<file path="src/rtl/onewire_temp_sensor_sequencer_defines.svh">
// Assertion macros shared by the sequencer RTL files.
`ifndef ONEWIRE_TEMP_SENSOR_SEQUENCER_DEFINES_SVH
`define ONEWIRE_TEMP_SENSOR_SEQUENCER_DEFINES_SVH
`ifndef SYNTHESIS
`define OWTS_ASSERT_IMP(lbl, clk, rst_n, ante, cons, msg) \
	lbl: assert property (@(posedge clk) disable iff (!rst_n) (ante) |-> (cons)) \
		else $error(msg);
`define OWTS_ASSERT_NEXT(lbl, clk, rst_n, ante, cons, msg) \
	lbl: assert property (@(posedge clk) disable iff (!rst_n) (ante) |=> (cons)) \
		else $error(msg);
`else
`define OWTS_ASSERT_IMP(lbl, clk, rst_n, ante, cons, msg)
`define OWTS_ASSERT_NEXT(lbl, clk, rst_n, ante, cons, msg)
`endif
`endif

</file>
<file path="src/rtl/owts_pkg.sv">
// Types and constants of the 1-Wire temperature sequencer.
package owts_pkg;

	localparam int READ_BITS_DEF = 16;

	// bus timing in microseconds; one tick is 5 us
	localparam int RESET_LOW_US = 500;
	localparam int INIT_SLOT_US = 570;
	localparam int W0_LOW_US = 60;
	localparam int W1_LOW_US = 10;
	localparam int W1_REST_US = 50;
	localparam int RD_LOW_US = 5;
	localparam int RD_SAMPLE_US = 5;
	localparam int RD_REST_US = 45;

	localparam int TICK_W = 18;
	localparam int TICK5_W = 21;
	localparam int WD_W = 24;
	localparam int PD_W = 9;
	localparam int BITS_W = 5;
	localparam int TEMP_W = 16;

	localparam logic [15:0] CMD_FIRST = 16'h44CC;
	localparam logic [15:0] CMD_SECOND = 16'hBECC;

	// sequence positions; the conversion step follows the read slots
	localparam int POS_INIT1 = 1;
	localparam int POS_CMD1 = 2;
	localparam int POS_WAIT = 18;
	localparam int POS_INIT2 = 19;
	localparam int POS_CMD2 = 20;
	localparam int POS_READ = 36;

	localparam logic [1:0] PH_START = 2'd0;
	localparam logic [1:0] PH_LOW = 2'd1;
	localparam logic [1:0] PH_MID = 2'd2;
	localparam logic [1:0] PH_REST = 2'd3;

	localparam logic [PD_W-1:0] PRESENCE_DELAY_RST = 9'd130;
	localparam logic [TICK_W-1:0] CONVERT_WAIT_RST = 18'd150000;
	localparam logic [WD_W-1:0] WATCHDOG_RST = 24'd400000;

	localparam int CFG_DATA_W = 24;

	typedef enum logic [1:0] {
		REG_PRESENCE_DELAY = 2'd0,
		REG_CONVERT_WAIT = 2'd1,
		REG_WATCHDOG = 2'd2
	} cfg_reg_t;

	typedef struct packed {
		logic [PD_W-1:0] presence_delay_us;
		logic [TICK_W-1:0] convert_wait_ticks;
		logic [WD_W-1:0] watchdog_ticks;
	} cfg_t;

	typedef struct packed {
		logic drive_low;
		logic busy_res;
		logic done_res;
		logic failed;
		logic [11:0] temp_integer;
		logic [3:0] temp_fraction;
		logic temp_negative;
		logic presence_seen;
	} res_t;

endpackage

</file>
<file path="src/rtl/owts_seq.sv">
// Slot sequencer, watchdog and temperature store; one tick per accepted item.
`include "onewire_temp_sensor_sequencer_defines.svh"
module owts_seq #(
	parameter int READ_BITS = owts_pkg::READ_BITS_DEF
) (
	input logic clk,
	input logic arst_n,
	input logic accept,
	input logic start_req,
	input logic line_level,
	input owts_pkg::cfg_t cfg,
	output owts_pkg::res_t res
);

	localparam int POS_CONV = owts_pkg::POS_READ + READ_BITS;
	localparam int STEP_W = $clog2(POS_CONV + 1);
	localparam logic [STEP_W-1:0] S_IDLE = '0;
	localparam logic [STEP_W-1:0] S_INIT1 = STEP_W'(owts_pkg::POS_INIT1);
	localparam logic [STEP_W-1:0] S_CMD1 = STEP_W'(owts_pkg::POS_CMD1);
	localparam logic [STEP_W-1:0] S_WAIT = STEP_W'(owts_pkg::POS_WAIT);
	localparam logic [STEP_W-1:0] S_INIT2 = STEP_W'(owts_pkg::POS_INIT2);
	localparam logic [STEP_W-1:0] S_CMD2 = STEP_W'(owts_pkg::POS_CMD2);
	localparam logic [STEP_W-1:0] S_READ = STEP_W'(owts_pkg::POS_READ);
	localparam logic [STEP_W-1:0] S_CONV = STEP_W'(POS_CONV);

	localparam int TW = owts_pkg::TICK_W;
	localparam int T5W = owts_pkg::TICK5_W;
	localparam int WW = owts_pkg::WD_W;
	localparam int BW = owts_pkg::BITS_W;
	localparam int MW = owts_pkg::TEMP_W;

	logic [STEP_W-1:0] step_q, step_n;
	logic [1:0] phase_q, phase_n;
	logic [TW-1:0] tick_q, tick_n;
	logic [BW-1:0] bits_q, bits_n;
	logic [MW-1:0] shift_q, shift_n;
	logic [WW-1:0] wd_cnt_q, wd_cnt_n;
	logic wd_run_q, wd_run_n;
	logic run_ok_q, run_ok_n;
	logic pres_q, pres_n;
	logic [MW-1:0] mag_q, mag_n;
	logic sign_q, sign_n;

	logic done, fail, adv, wr_bit, in_slot;
	logic [T5W-1:0] tick5;
	logic [9:0] init_rest_us;
	logic [STEP_W-1:0] off;

	assign init_rest_us = 10'(owts_pkg::INIT_SLOT_US) - {1'b0, cfg.presence_delay_us};

	always_comb begin
		step_n = step_q;
		phase_n = phase_q;
		tick_n = tick_q;
		bits_n = bits_q;
		shift_n = shift_q;
		wd_cnt_n = wd_cnt_q;
		wd_run_n = wd_run_q;
		run_ok_n = run_ok_q;
		pres_n = pres_q;
		mag_n = mag_q;
		sign_n = sign_q;
		done = 1'b0;
		fail = 1'b0;
		adv = 1'b0;
		wr_bit = 1'b0;
		tick5 = '0;
		off = '0;

		if (start_req) begin
			step_n = S_INIT1;
			phase_n = owts_pkg::PH_START;
			tick_n = '0;
			bits_n = '0;
			shift_n = '0;
			wd_run_n = 1'b1;
			wd_cnt_n = '0;
			run_ok_n = 1'b0;
		end

		if (step_n != S_IDLE) begin
			if (tick_n != '1)
				tick_n = tick_n + 1'b1;
			tick5 = ({3'b000, tick_n} << 2) + {3'b000, tick_n};

			if (step_n == S_INIT1 || step_n == S_INIT2) begin
				case (phase_n)
					owts_pkg::PH_START: begin
						phase_n = owts_pkg::PH_LOW;
						tick_n = '0;
					end
					owts_pkg::PH_LOW: begin
						if (tick5 >= T5W'(owts_pkg::RESET_LOW_US)) begin
							phase_n = owts_pkg::PH_MID;
							tick_n = '0;
						end
					end
					owts_pkg::PH_MID: begin
						if (tick5 >= T5W'(cfg.presence_delay_us)) begin
							if (!line_level) begin
								pres_n = 1'b1;
								phase_n = owts_pkg::PH_REST;
								tick_n = '0;
							end else begin
								pres_n = 1'b0;
							end
						end
					end
					default: begin
						if (tick5 >= T5W'(init_rest_us)) begin
							phase_n = owts_pkg::PH_START;
							tick_n = '0;
							adv = 1'b1;
						end
					end
				endcase
			end else if ((step_n >= S_CMD1 && step_n < S_WAIT) ||
					(step_n >= S_CMD2 && step_n < S_READ)) begin
				if (step_n < S_WAIT) begin
					off = step_n - S_CMD1;
					wr_bit = owts_pkg::CMD_FIRST[off[3:0]];
				end else begin
					off = step_n - S_CMD2;
					wr_bit = owts_pkg::CMD_SECOND[off[3:0]];
				end
				if (phase_n == owts_pkg::PH_START) begin
					phase_n = owts_pkg::PH_LOW;
					tick_n = '0;
				end else if (!wr_bit) begin
					if (tick5 >= T5W'(owts_pkg::W0_LOW_US)) begin
						phase_n = owts_pkg::PH_START;
						tick_n = '0;
						adv = 1'b1;
					end
				end else if (phase_n == owts_pkg::PH_LOW) begin
					if (tick5 >= T5W'(owts_pkg::W1_LOW_US)) begin
						phase_n = owts_pkg::PH_MID;
						tick_n = '0;
					end
				end else if (tick5 >= T5W'(owts_pkg::W1_REST_US)) begin
					phase_n = owts_pkg::PH_START;
					tick_n = '0;
					adv = 1'b1;
				end
			end else if (step_n == S_WAIT) begin
				if (tick_n >= cfg.convert_wait_ticks) begin
					tick_n = '0;
					adv = 1'b1;
				end
			end else if (step_n >= S_READ && step_n < S_CONV) begin
				case (phase_n)
					owts_pkg::PH_START: begin
						phase_n = owts_pkg::PH_LOW;
						tick_n = '0;
					end
					owts_pkg::PH_LOW: begin
						if (tick5 >= T5W'(owts_pkg::RD_LOW_US)) begin
							phase_n = owts_pkg::PH_MID;
							tick_n = '0;
						end
					end
					owts_pkg::PH_MID: begin
						if (tick5 >= T5W'(owts_pkg::RD_SAMPLE_US)) begin
							// only the first 16 bits are kept; the count saturates
							if (bits_n < BW'(MW))
								shift_n[bits_n[3:0]] = line_level;
							if (bits_n != '1)
								bits_n = bits_n + 1'b1;
							phase_n = owts_pkg::PH_REST;
							tick_n = '0;
						end
					end
					default: begin
						if (tick5 >= T5W'(owts_pkg::RD_REST_US)) begin
							phase_n = owts_pkg::PH_START;
							tick_n = '0;
							adv = 1'b1;
						end
					end
				endcase
			end else if (step_n == S_CONV) begin
				sign_n = shift_n[MW-1];
				mag_n = sign_n ? (~shift_n + 1'b1) : shift_n;
				run_ok_n = 1'b1;
				step_n = S_IDLE;
				done = 1'b1;
			end else begin
				step_n = S_IDLE;
				phase_n = owts_pkg::PH_START;
				tick_n = '0;
			end
			if (adv)
				step_n = step_n + 1'b1;
		end

		if (wd_run_n) begin
			if (wd_cnt_n != '1)
				wd_cnt_n = wd_cnt_n + 1'b1;
			if (wd_cnt_n >= cfg.watchdog_ticks) begin
				if (!(run_ok_n && pres_n)) begin
					step_n = S_IDLE;
					phase_n = owts_pkg::PH_START;
					tick_n = '0;
					fail = 1'b1;
				end
				wd_cnt_n = '0;
				wd_run_n = 1'b0;
			end
		end
	end

	always_comb begin
		in_slot = step_n == S_INIT1 || step_n == S_INIT2 ||
			(step_n >= S_CMD1 && step_n < S_WAIT) ||
			(step_n >= S_CMD2 && step_n < S_CONV);
		res.drive_low = step_n != S_IDLE && phase_n == owts_pkg::PH_LOW && in_slot;
		res.busy_res = step_n != S_IDLE;
		res.done_res = done;
		res.failed = fail;
		res.temp_integer = mag_n[15:4];
		res.temp_fraction = mag_n[3:0];
		res.temp_negative = sign_n;
		res.presence_seen = pres_n;
	end

	always_ff @(posedge clk or negedge arst_n) begin
		if (!arst_n) begin
			step_q <= S_IDLE;
			phase_q <= owts_pkg::PH_START;
			tick_q <= '0;
			bits_q <= '0;
			shift_q <= '0;
			wd_cnt_q <= '0;
			wd_run_q <= 1'b0;
			run_ok_q <= 1'b0;
			pres_q <= 1'b0;
			mag_q <= '0;
			sign_q <= 1'b0;
		end else if (accept) begin
			step_q <= step_n;
			phase_q <= phase_n;
			tick_q <= tick_n;
			bits_q <= bits_n;
			shift_q <= shift_n;
			wd_cnt_q <= wd_cnt_n;
			wd_run_q <= wd_run_n;
			run_ok_q <= run_ok_n;
			pres_q <= pres_n;
			mag_q <= mag_n;
			sign_q <= sign_n;
		end
	end

	`OWTS_ASSERT_IMP(a_done_idle, clk, arst_n, accept && res.done_res, !res.busy_res && !res.failed, "done without returning to idle or with failure")
	`OWTS_ASSERT_IMP(a_fail_idle, clk, arst_n, accept && res.failed, !res.busy_res, "abort left the sequence running")
	`OWTS_ASSERT_IMP(a_drive_busy, clk, arst_n, accept && res.drive_low, res.busy_res, "bus driven while idle")

endmodule

</file>
<file path="src/rtl/owts_obuf.sv">
// Two-entry output buffer: result register plus skid stage.
`include "onewire_temp_sensor_sequencer_defines.svh"
module owts_obuf (
	input logic clk,
	input logic arst_n,
	input logic push,
	input owts_pkg::res_t push_data,
	output logic full,
	output logic out_valid,
	input logic out_stall,
	output owts_pkg::res_t out_data
);

	logic main_valid_q, skid_valid_q;
	owts_pkg::res_t main_q, skid_q;
	logic pop;

	assign pop = main_valid_q && !out_stall;
	assign full = skid_valid_q;
	assign out_valid = main_valid_q;
	assign out_data = main_q;

	always_ff @(posedge clk or negedge arst_n) begin
		if (!arst_n) begin
			main_valid_q <= 1'b0;
			skid_valid_q <= 1'b0;
		end else if (push) begin
			if (!main_valid_q || pop)
				main_valid_q <= 1'b1;
			else
				skid_valid_q <= 1'b1;
		end else if (pop) begin
			if (skid_valid_q)
				skid_valid_q <= 1'b0;
			else
				main_valid_q <= 1'b0;
		end
	end

	always_ff @(posedge clk) begin
		if (push) begin
			if (!main_valid_q || pop)
				main_q <= push_data;
			else
				skid_q <= push_data;
		end else if (pop && skid_valid_q) begin
			main_q <= skid_q;
		end
	end

	`OWTS_ASSERT_IMP(a_skid_behind_main, clk, arst_n, skid_valid_q, main_valid_q, "skid without main")
	`OWTS_ASSERT_NEXT(a_skid_drain, clk, arst_n, skid_valid_q && !out_stall, out_valid, "skid lost")
	`OWTS_ASSERT_NEXT(a_stall_hold, clk, arst_n, main_valid_q && out_stall, main_valid_q && $stable(main_q), "stalled result changed")

endmodule

</file>
<file path="src/rtl/onewire_temp_sensor_sequencer.sv">
// Top level of the 1-Wire temperature sensor read sequencer.
// Usage:
// - Input channel (in_valid/in_stall): one transfer per 5 us tick, carrying
//   start_req and the sampled bus level line_level.
// - Output channel (out_valid/out_stall): one result per input transfer with
//   drive_low for the open-drain pad, busy/done/failed flags, the stored
//   temperature magnitude as integer and sixteenths, its sign and presence.
// - Configuration channel (cfg_valid/cfg_ready, cfg_index, cfg_data): presence
//   sample delay, conversion wait and watchdog length; cfg_ready is always
//   high; write only while no tick is in flight.
// Results are registered in the output buffer before they are presented.
// Throughput: one tick per cycle while in_stall is low; the sequencer step is a
//   single registered pass of counter compares, set by the state register loop.
// Reset: sequencer idle, flags and stored temperature cleared, registers at
//   130 us, 150000 ticks and 400000 ticks.
// Stall: a two-entry output buffer holds results; in_stall rises once both
//   entries are occupied, so up to two more transfers are taken after out_stall rises.
module onewire_temp_sensor_sequencer #(
	parameter int READ_BITS = owts_pkg::READ_BITS_DEF
) (
	input logic clk,
	input logic arst_n,
	input logic in_valid,
	output logic in_stall,
	input logic start_req,
	input logic line_level,
	output logic out_valid,
	input logic out_stall,
	output logic drive_low,
	output logic busy_res,
	output logic done_res,
	output logic failed,
	output logic [11:0] temp_integer,
	output logic [3:0] temp_fraction,
	output logic temp_negative,
	output logic presence_seen,
	input logic cfg_valid,
	output logic cfg_ready,
	input logic [1:0] cfg_index,
	input logic [owts_pkg::CFG_DATA_W-1:0] cfg_data
);

	owts_pkg::cfg_t cfg_q;
	owts_pkg::res_t seq_res, out_res;
	logic accept, buf_full;

	assign cfg_ready = 1'b1;
	assign in_stall = buf_full;
	assign accept = in_valid && !buf_full;

	always_ff @(posedge clk or negedge arst_n) begin
		if (!arst_n) begin
			cfg_q.presence_delay_us <= owts_pkg::PRESENCE_DELAY_RST;
			cfg_q.convert_wait_ticks <= owts_pkg::CONVERT_WAIT_RST;
			cfg_q.watchdog_ticks <= owts_pkg::WATCHDOG_RST;
		end else if (cfg_valid && cfg_ready) begin
			unique case (owts_pkg::cfg_reg_t'(cfg_index))
				owts_pkg::REG_PRESENCE_DELAY:
					cfg_q.presence_delay_us <= cfg_data[owts_pkg::PD_W-1:0];
				owts_pkg::REG_CONVERT_WAIT:
					cfg_q.convert_wait_ticks <= cfg_data[owts_pkg::TICK_W-1:0];
				owts_pkg::REG_WATCHDOG:
					cfg_q.watchdog_ticks <= cfg_data[owts_pkg::WD_W-1:0];
				default: ;
			endcase
		end
	end

	owts_seq #(
		.READ_BITS(READ_BITS)
	) u_seq (
		.clk(clk),
		.arst_n(arst_n),
		.accept(accept),
		.start_req(start_req),
		.line_level(line_level),
		.cfg(cfg_q),
		.res(seq_res)
	);

	owts_obuf u_obuf (
		.clk(clk),
		.arst_n(arst_n),
		.push(accept),
		.push_data(seq_res),
		.full(buf_full),
		.out_valid(out_valid),
		.out_stall(out_stall),
		.out_data(out_res)
	);

	assign drive_low = out_res.drive_low;
	assign busy_res = out_res.busy_res;
	assign done_res = out_res.done_res;
	assign failed = out_res.failed;
	assign temp_integer = out_res.temp_integer;
	assign temp_fraction = out_res.temp_fraction;
	assign temp_negative = out_res.temp_negative;
	assign presence_seen = out_res.presence_seen;

endmodule
</file>
<file path="config.mk">
export PLATFORM = sky130hd
export DESIGN_NAME = onewire_temp_sensor_sequencer
export DESIGN_NICKNAME = d
export VERILOG_FILES = /design/src/rtl/owts_pkg.sv /design/src/rtl/owts_seq.sv /design/src/rtl/owts_obuf.sv /design/src/rtl/onewire_temp_sensor_sequencer.sv
export VERILOG_INCLUDE_DIRS = /design/src /design/src/rtl
export SDC_FILE = /design/constraint.sdc
export NUM_CORES = 1
export LEC_CHECK = 0
export BUFFER_PORTS_ARGS = -buffer_cell sky130_fd_sc_hd__buf_2
export CORE_MARGIN = 1.5
export CORE_UTILIZATION = 25
export CTS_BUF_LIST = sky130_fd_sc_hd__clkbuf_8
export DETAILED_ROUTE_END_ITERATION = 10
export HOLD_SLACK_MARGIN = 0.12
export PLACE_DENSITY_LB_ADDON = 0.05
export SYNTH_ARGS = -nofsm -noshare
export SYNTH_HDL_FRONTEND = slang
export SYNTH_SLANG_ARGS = --single-unit
</file>
<file path="constraint.sdc">
create_clock -name clk -period 6.13 [get_ports clk]
set_input_delay 0.3065 -clock clk [delete_from_list [all_inputs] [get_ports clk]]
set_output_delay 0.3065 -clock clk [all_outputs]
set_load 0.01 [all_outputs]
</file>
==> metrics.txt, run 1 <==
Area Growth Syn to Fin=29.1%; root buffer cell=clkbuf_8; Worst Skew=slightly above 20 ps; Die H=approximately 230 um; Startpoint Class=flip-flop; design area=17100 um^2; TritonCTS Sinks=between 150 and 200; Post-synth EDFFs=44; hold slack=217 ps; Site Rows=84; FMAX=169 MHz; Residual DRC=0; Tmin final=approximately 5900 ps; Yosys top cell area share=24.2%; maxcap violations=0; asr flop ratio synth=roughly 77%; worst vdd ir=0.129 mV; status=complete, no violations; Synth area leader=dfrtp_1; layout cells sized above 1=a little over a quarter; initial antenna violation count=0; CP Data Arrival Time=6240 ps; syn_area_per_cell=8.99 um^2; Die Area=between 50000 and 60000 um^2; PD cells=about 210 nW/um^2; Antenna Diode Count=0; antenna-violating nets left=0; Pins Over Slew Limit=0; Worst-path clk slew=between 100 and 150 ps; Initial Utilization=approximately a quarter; busiest grt layer=met2; Critical Path End Type=flip-flop; sequential share of the synthesized area=between 30% and 40%; grt ovf=0; CTS tree=done; register bit total from synthesis=~190; Die W=233 um; clk buf depth=2; top post-synthesis cells by area=dfrtp_1, edfxtp_1, ha_1, nand2_1, mux2_2; Boundary Pins=58; post-synth cell types=90; Post-synth top flop=dfrtp_1; Overall Global Routing Usage=16.8%; worst-margin pin slew=around 1000 ps; Worst Path Required=6450 ps; setup violators final=0; placed wire-length estimate=33.8 mm; most frequent cells in the layout=buf_4, nand2_1, dfrtp_1; met3 usage=2.97%; CTS Buf Count=17; Worst-Skew Late Latency=roughly 580 ps; Hold WC Path Type=in -> reg; vias in the first global route=11900; Vias=11900; commonest non-fill, non-tap cell in the layout=buf_4; GR Layer Usage met1=22.4%; DRT Pass-1 Iters=5; flop2flop setup slack=~210 ps; placed cell area=15900 um^2; Iter 0 DRT Violations=646; first-pass GRT wire length=69.4 mm; final-report hold violation count=0; Final period util=96.6%; YS warnings=0; Pleak=7.48 nW; Max FO, Critical Path=4; H-tree depth=4; synthesized area=13200 um^2; Finished Core Util=32.6%; gp weighted congestion=0.812; Post-Syn Instances=1473; Port Buffer Count=56; WS Path Type=reg -> reg; Synthesized Nets=1596; Slew headroom=30.4%; met2 Usage GRT=27.3%; drt total wl=44.7 mm; # nets final=1867; largest net degree at the start of global routing=64; Wirelength per Cell=18.3 um; RSZ-0062 raised after global routing=yes; core area=52400 um^2; vias per cell=roughly 5
[what timing repair did]
| item | 4_1_cts | 5_1_grt |
|---|---|---|
| gates resized for setup | 9 | 83 |
| hold buffers | 28 | 0 |
| endpoints found under the hold margin | 114 | 0 |
| pin swaps | 2 | 49 |
| cloned | 0 | 0 |
| endpoints found under the setup margin | 22 | 22 |
| buffers inserted | 0 | 15 |
[power breakdown]
group / switching (W) / leakage, nW / internal (W)
logic: 0.000667 / 5.12 / 0.000460
clock network: 0.000539 / 0.182 / 0.000298
registers: 0.000100 / 2.18 / 0.00155
[sequential cells by signal (all words and copies together) (netlist names)]
name / cells
u_seq.mag_q: 16
u_seq.tick_q: 18
u_obuf.skid_q: 22
u_seq.pres_q: 1
u_obuf.full: 1
u_seq.wd_run_q: 1
u_obuf.out_data: 22
u_seq.shift_q: 16
u_seq.wd_cnt_q: 24
u_seq.sign_q: 1
cfg_q: 51
u_seq.bits_q: 5
u_seq.run_ok_q: 1
u_seq.phase_q: 2
u_seq.step_q: 6
u_obuf.out_valid: 1
[per-stage QoR]
stage,setup slack [ps],TNS [ps],cells,total power (W)
after floorplan,-37.8,-37.8,1473,0.00233
after global placement,-453,-7530,2370,0.00277
after detailed placement,-447,-7640,2370,0.00277
after CTS,6.47,0,2430,0.00366
after global routing,-75.4,-173,2445,0.00387
final,210,0,2445,0.00361
[critical path: stages (launching register included)]
cell and delay (ps):
dfrtp_1 370, nor2b_4 180, ha_4 140, nand4_1 150
nor3_4 280, nand2_2 130, nand2_2 120, xnor2_2 140
ha_4 210, buf_6 110, ha_4 150, a211o_1 230
o32a_4 390, a31oi_4 210, buf_6 130, o21ba_4 140
mux2_4 290, or4_4 540, buf_6 140, o31a_1 340
o21ai_2 180, mux2i_1 270, nand2_1 140, o41ai_2 390
buf_4 210, o41ai_2 70
[area by class of cell]
cell class	instances	area, um^2
clock inverters	14	116
flip-flops and latches	188	4940
inverters	93	349
repair buffers	316	2390
multi-input cells	1128	8200
fillers	5486	35300
well taps	688	861
clock buffers	18	248
[cells by family after synthesis]
kind of cell,after synthesis,share of synthesized area (%)
other,1,0.0283
adder cells (fa/ha/maj),90,8.50
multiplexers,57,4.79
buffers and inverters,157,4.64
flip-flops,188,37.3
XOR/XNOR,71,4.69
AO/OA/AOI/OAI,407,21.0
AND/OR/NAND/NOR,502,19.0
[Yosys cell counts (all sizes together), types with 9 or more instances]
| library cell | number |
|---|---|
| o211ai | 10 |
| mux2i | 9 |
| xor2 | 32 |
| o31ai | 13 |
| o21ai | 111 |
| dfstp | 16 |
| a21oi | 66 |
| buf | 15 |
| a211oi | 14 |
| xnor2 | 39 |
| and2 | 19 |
| ha | 90 |
| a22o | 40 |
| a21o | 18 |
| clkbuf | 49 |
| nor3 | 43 |
| inv | 93 |
| dfrtp | 128 |
| mux2 | 48 |
| nand3 | 50 |
| nor2b | 28 |
| nand4 | 23 |
| nor2 | 104 |
| a31oi | 15 |
| edfxtp | 44 |
| nand2 | 143 |
| and3 | 22 |
| nand2b | 15 |
| nor4 | 11 |
| o21a | 43 |
[final timing paths]
kind | from | to | cells past startpoint
worst max-delay path | u_seq.tick_q[0] | u_obuf.out_data[21] | 25
worst min-delay path | cfg_index[0] | cfg_q[49] | 5
worst max register to register | u_seq.tick_q[0] | u_obuf.out_data[21] | 25
worst min register to register | u_seq.phase_q[1] | u_seq.phase_q[1] | 2
max in group asynchronous | arst_n | u_seq.tick_q[14] | 3
min in group asynchronous | arst_n | cfg_q[42] | 2
[layer usage]
metal | share of wire, % | vias to the layer above
met2 | 46 | 172
met4 | 2.5 | 0
met3 | 2.9 | 49
met1 | 49 | 5791
met5 | 0 | -
li1 | - | 5904
(Power assumes the default switching activity.)
==> inputs of run 2 (changes only) <==
CAP_MARGIN = 20   (was not set)
CORE_UTILIZATION = 40   (was 25)
==> metrics.txt, run 2 (same netlist as run 1, synthesis figures left out) <==
status=complete, no violations; CTS Buf Count=17; commonest non-fill, non-tap cell in the layout=buf_4; Site Rows=66; Final period util=96.7%; Iter 0 DRT Violations=707; Critical Path End Type=flip-flop; largest registers=cfg_q: 51 flops, u_seq.wd_cnt_q: 24 flops; Worst Skew=25.9 ps; H-tree depth=4; Die Area=34200 um^2; max reg flops=~50; TritonCTS Sinks=188; placed wire-length estimate=29.1 mm; multi-input logic area=between 8000 and 9000 um^2; flop2flop setup slack=200 ps; Max FO, Critical Path=6; gp weighted congestion=0.906; most frequent cells in the layout=buf_4, nand2_1, dfrtp_1; drt total wl=between 30 and 40 mm; worst vdd ir=0.188 mV; Hold WC Path Type=in -> reg; Area Growth Syn to Fin=21.6%; Die W=185 um; Worst Path Required=around 6500 ps; hold slack=~170 ps; DRT Pass-1 Iters=7; final non-filler cell total=~2100; CP Data Arrival Time=6250 ps; # nets final=1798; largest net degree at the start of global routing=91; Reg area=4940 um^2; maxcap violations=0; Worst-path clk slew=110 ps; setup violators final=0; vias in the first global route=between 10000 and 15000; vias per cell=5.48; Pins Over Slew Limit=0; Pleak=approximately 7 nW; initial antenna violation count=0; CTS tree=done; Residual DRC=0; first-pass GRT wire length=61.4 mm; design area=16100 um^2; Port Buffer Count=56; layout cells sized above 1=23.1%; filler cell count=3191; Inst Count DP=2067; Initial Utilization=40.7%; PD cells=about 220 nW/um^2; placed cell area=roughly 15000 um^2; antenna-violating nets left=0; Worst-Skew Late Latency=approximately 500 ps; grt ovf=0; FMAX=169 MHz; Most flops, register=cfg_q; Vias=between 10000 and 15000; Antenna Diode Count=0; worst-margin pin slew=approximately 1000 ps; Boundary Pins=58; final-report hold violation count=0; Overall Global Routing Usage=23.2%; core area=~33000 um^2; Wirelength per Cell=18.1 um; Tmin final=5930 ps; Slew headroom=30.1%; WS Path Type=reg -> reg; root buffer cell=clkbuf_8; clk buf depth=2; Die H=185 um; Startpoint Class=flip-flop
## run 2: cell count changes in the layout (fill, tap and decap cells not counted), moves of 3 or more
cell / before / now
buf_4: 222 / 162
buf_6: 8 / 3
nor4_2: 1 / 6
nor4_4: 6 / 1
o21ai_0: 91 / 95
o21ai_2: 6 / 2
nand2_2: 3 / 0
nor3_1: 36 / 39
nor3_2: 5 / 2
## run 2: worst paths after layout
path,start,endpoint,cells after the start
min in group asynchronous,arst_n,u_seq.wd_cnt_q[4],2
max in group asynchronous,arst_n,u_seq.step_q[1],3
max,u_seq.tick_q[1],u_obuf.out_data[21],23
min reg2reg,u_seq.mag_q[10],u_seq.mag_q[10],1
max reg2reg,u_seq.tick_q[1],u_obuf.out_data[21],23
min,in_valid,u_obuf.full,3
## run 2: through the flow
stage | setup WS [ps] | total power (W) | setup TNS (ps) | utilization, %
final | 203 | 0.00353 | 0 | 49.5
after floorplan | -37.8 | 0.00233 | -37.8 | -
after global placement | -69.1 | 0.00268 | -989 | 46.5
after CTS | 31.7 | 0.00358 | 0 | 48.5
after detailed placement | -79.7 | 0.00270 | -1080 | 46.5
after global routing | -39.6 | 0.00378 | -53.5 | 49.5
## run 2: cell type report
type	count	area share, %
Clock inverter	15	1.00
Multi-Input combinational cell	1128	49.9
Clock buffer	17	1.45
Tap cell	442	3.43
Timing Repair Buffer	247	11.3
Sequential cell	188	30.7
Inverter	93	2.17
## run 2: where the power goes
group	total (W)	switching, W	internal (W)
registers	0.00165	0.0000998	0.00155
clock network	0.000851	0.000514	0.000337
logic	0.00104	0.000607	0.000430
## run 2: critical path, stage by stage (launching register included)
cell and delay, ps:
dfrtp_1 410, nand2_1 100, inv_2 80, ha_4 130, nand4_1 180, nor3_4 220, buf_6 170, nand2_8 80
xnor2_4 190, inv_2 60, ha_4 160, ha_2 170, a211o_1 280, o32a_4 340, a31oi_4 230, o21ba_4 190
mux2_4 290, or4_4 530, or3_4 380, or4_4 540, a2bb2oi_2 150, nor4_2 70, or4b_4 510, o41ai_2 270
## run 2: timing repair
item                       in CTS  in global routing
hold buffers                   26                  0
setup buffers                   0                  5
gates resized for setup         0                 53
setup endpoints to repair       0                 19
hold endpoints to repair      128                  0
## run 2: per-layer routing
| metal | wire, um | GRT usage (%) | vias to the layer above |
|---|---|---|---|
| li1 | - | - | 5773 |
| met1 | 18900 | 32.6 | 5622 |
| met2 | 17700 | 37.4 | 246 |
| met3 | 1210 | 2.95 | 35 |
| met4 | 654 | 6.37 | 2 |
| met5 | 45 | 1.04 | - |
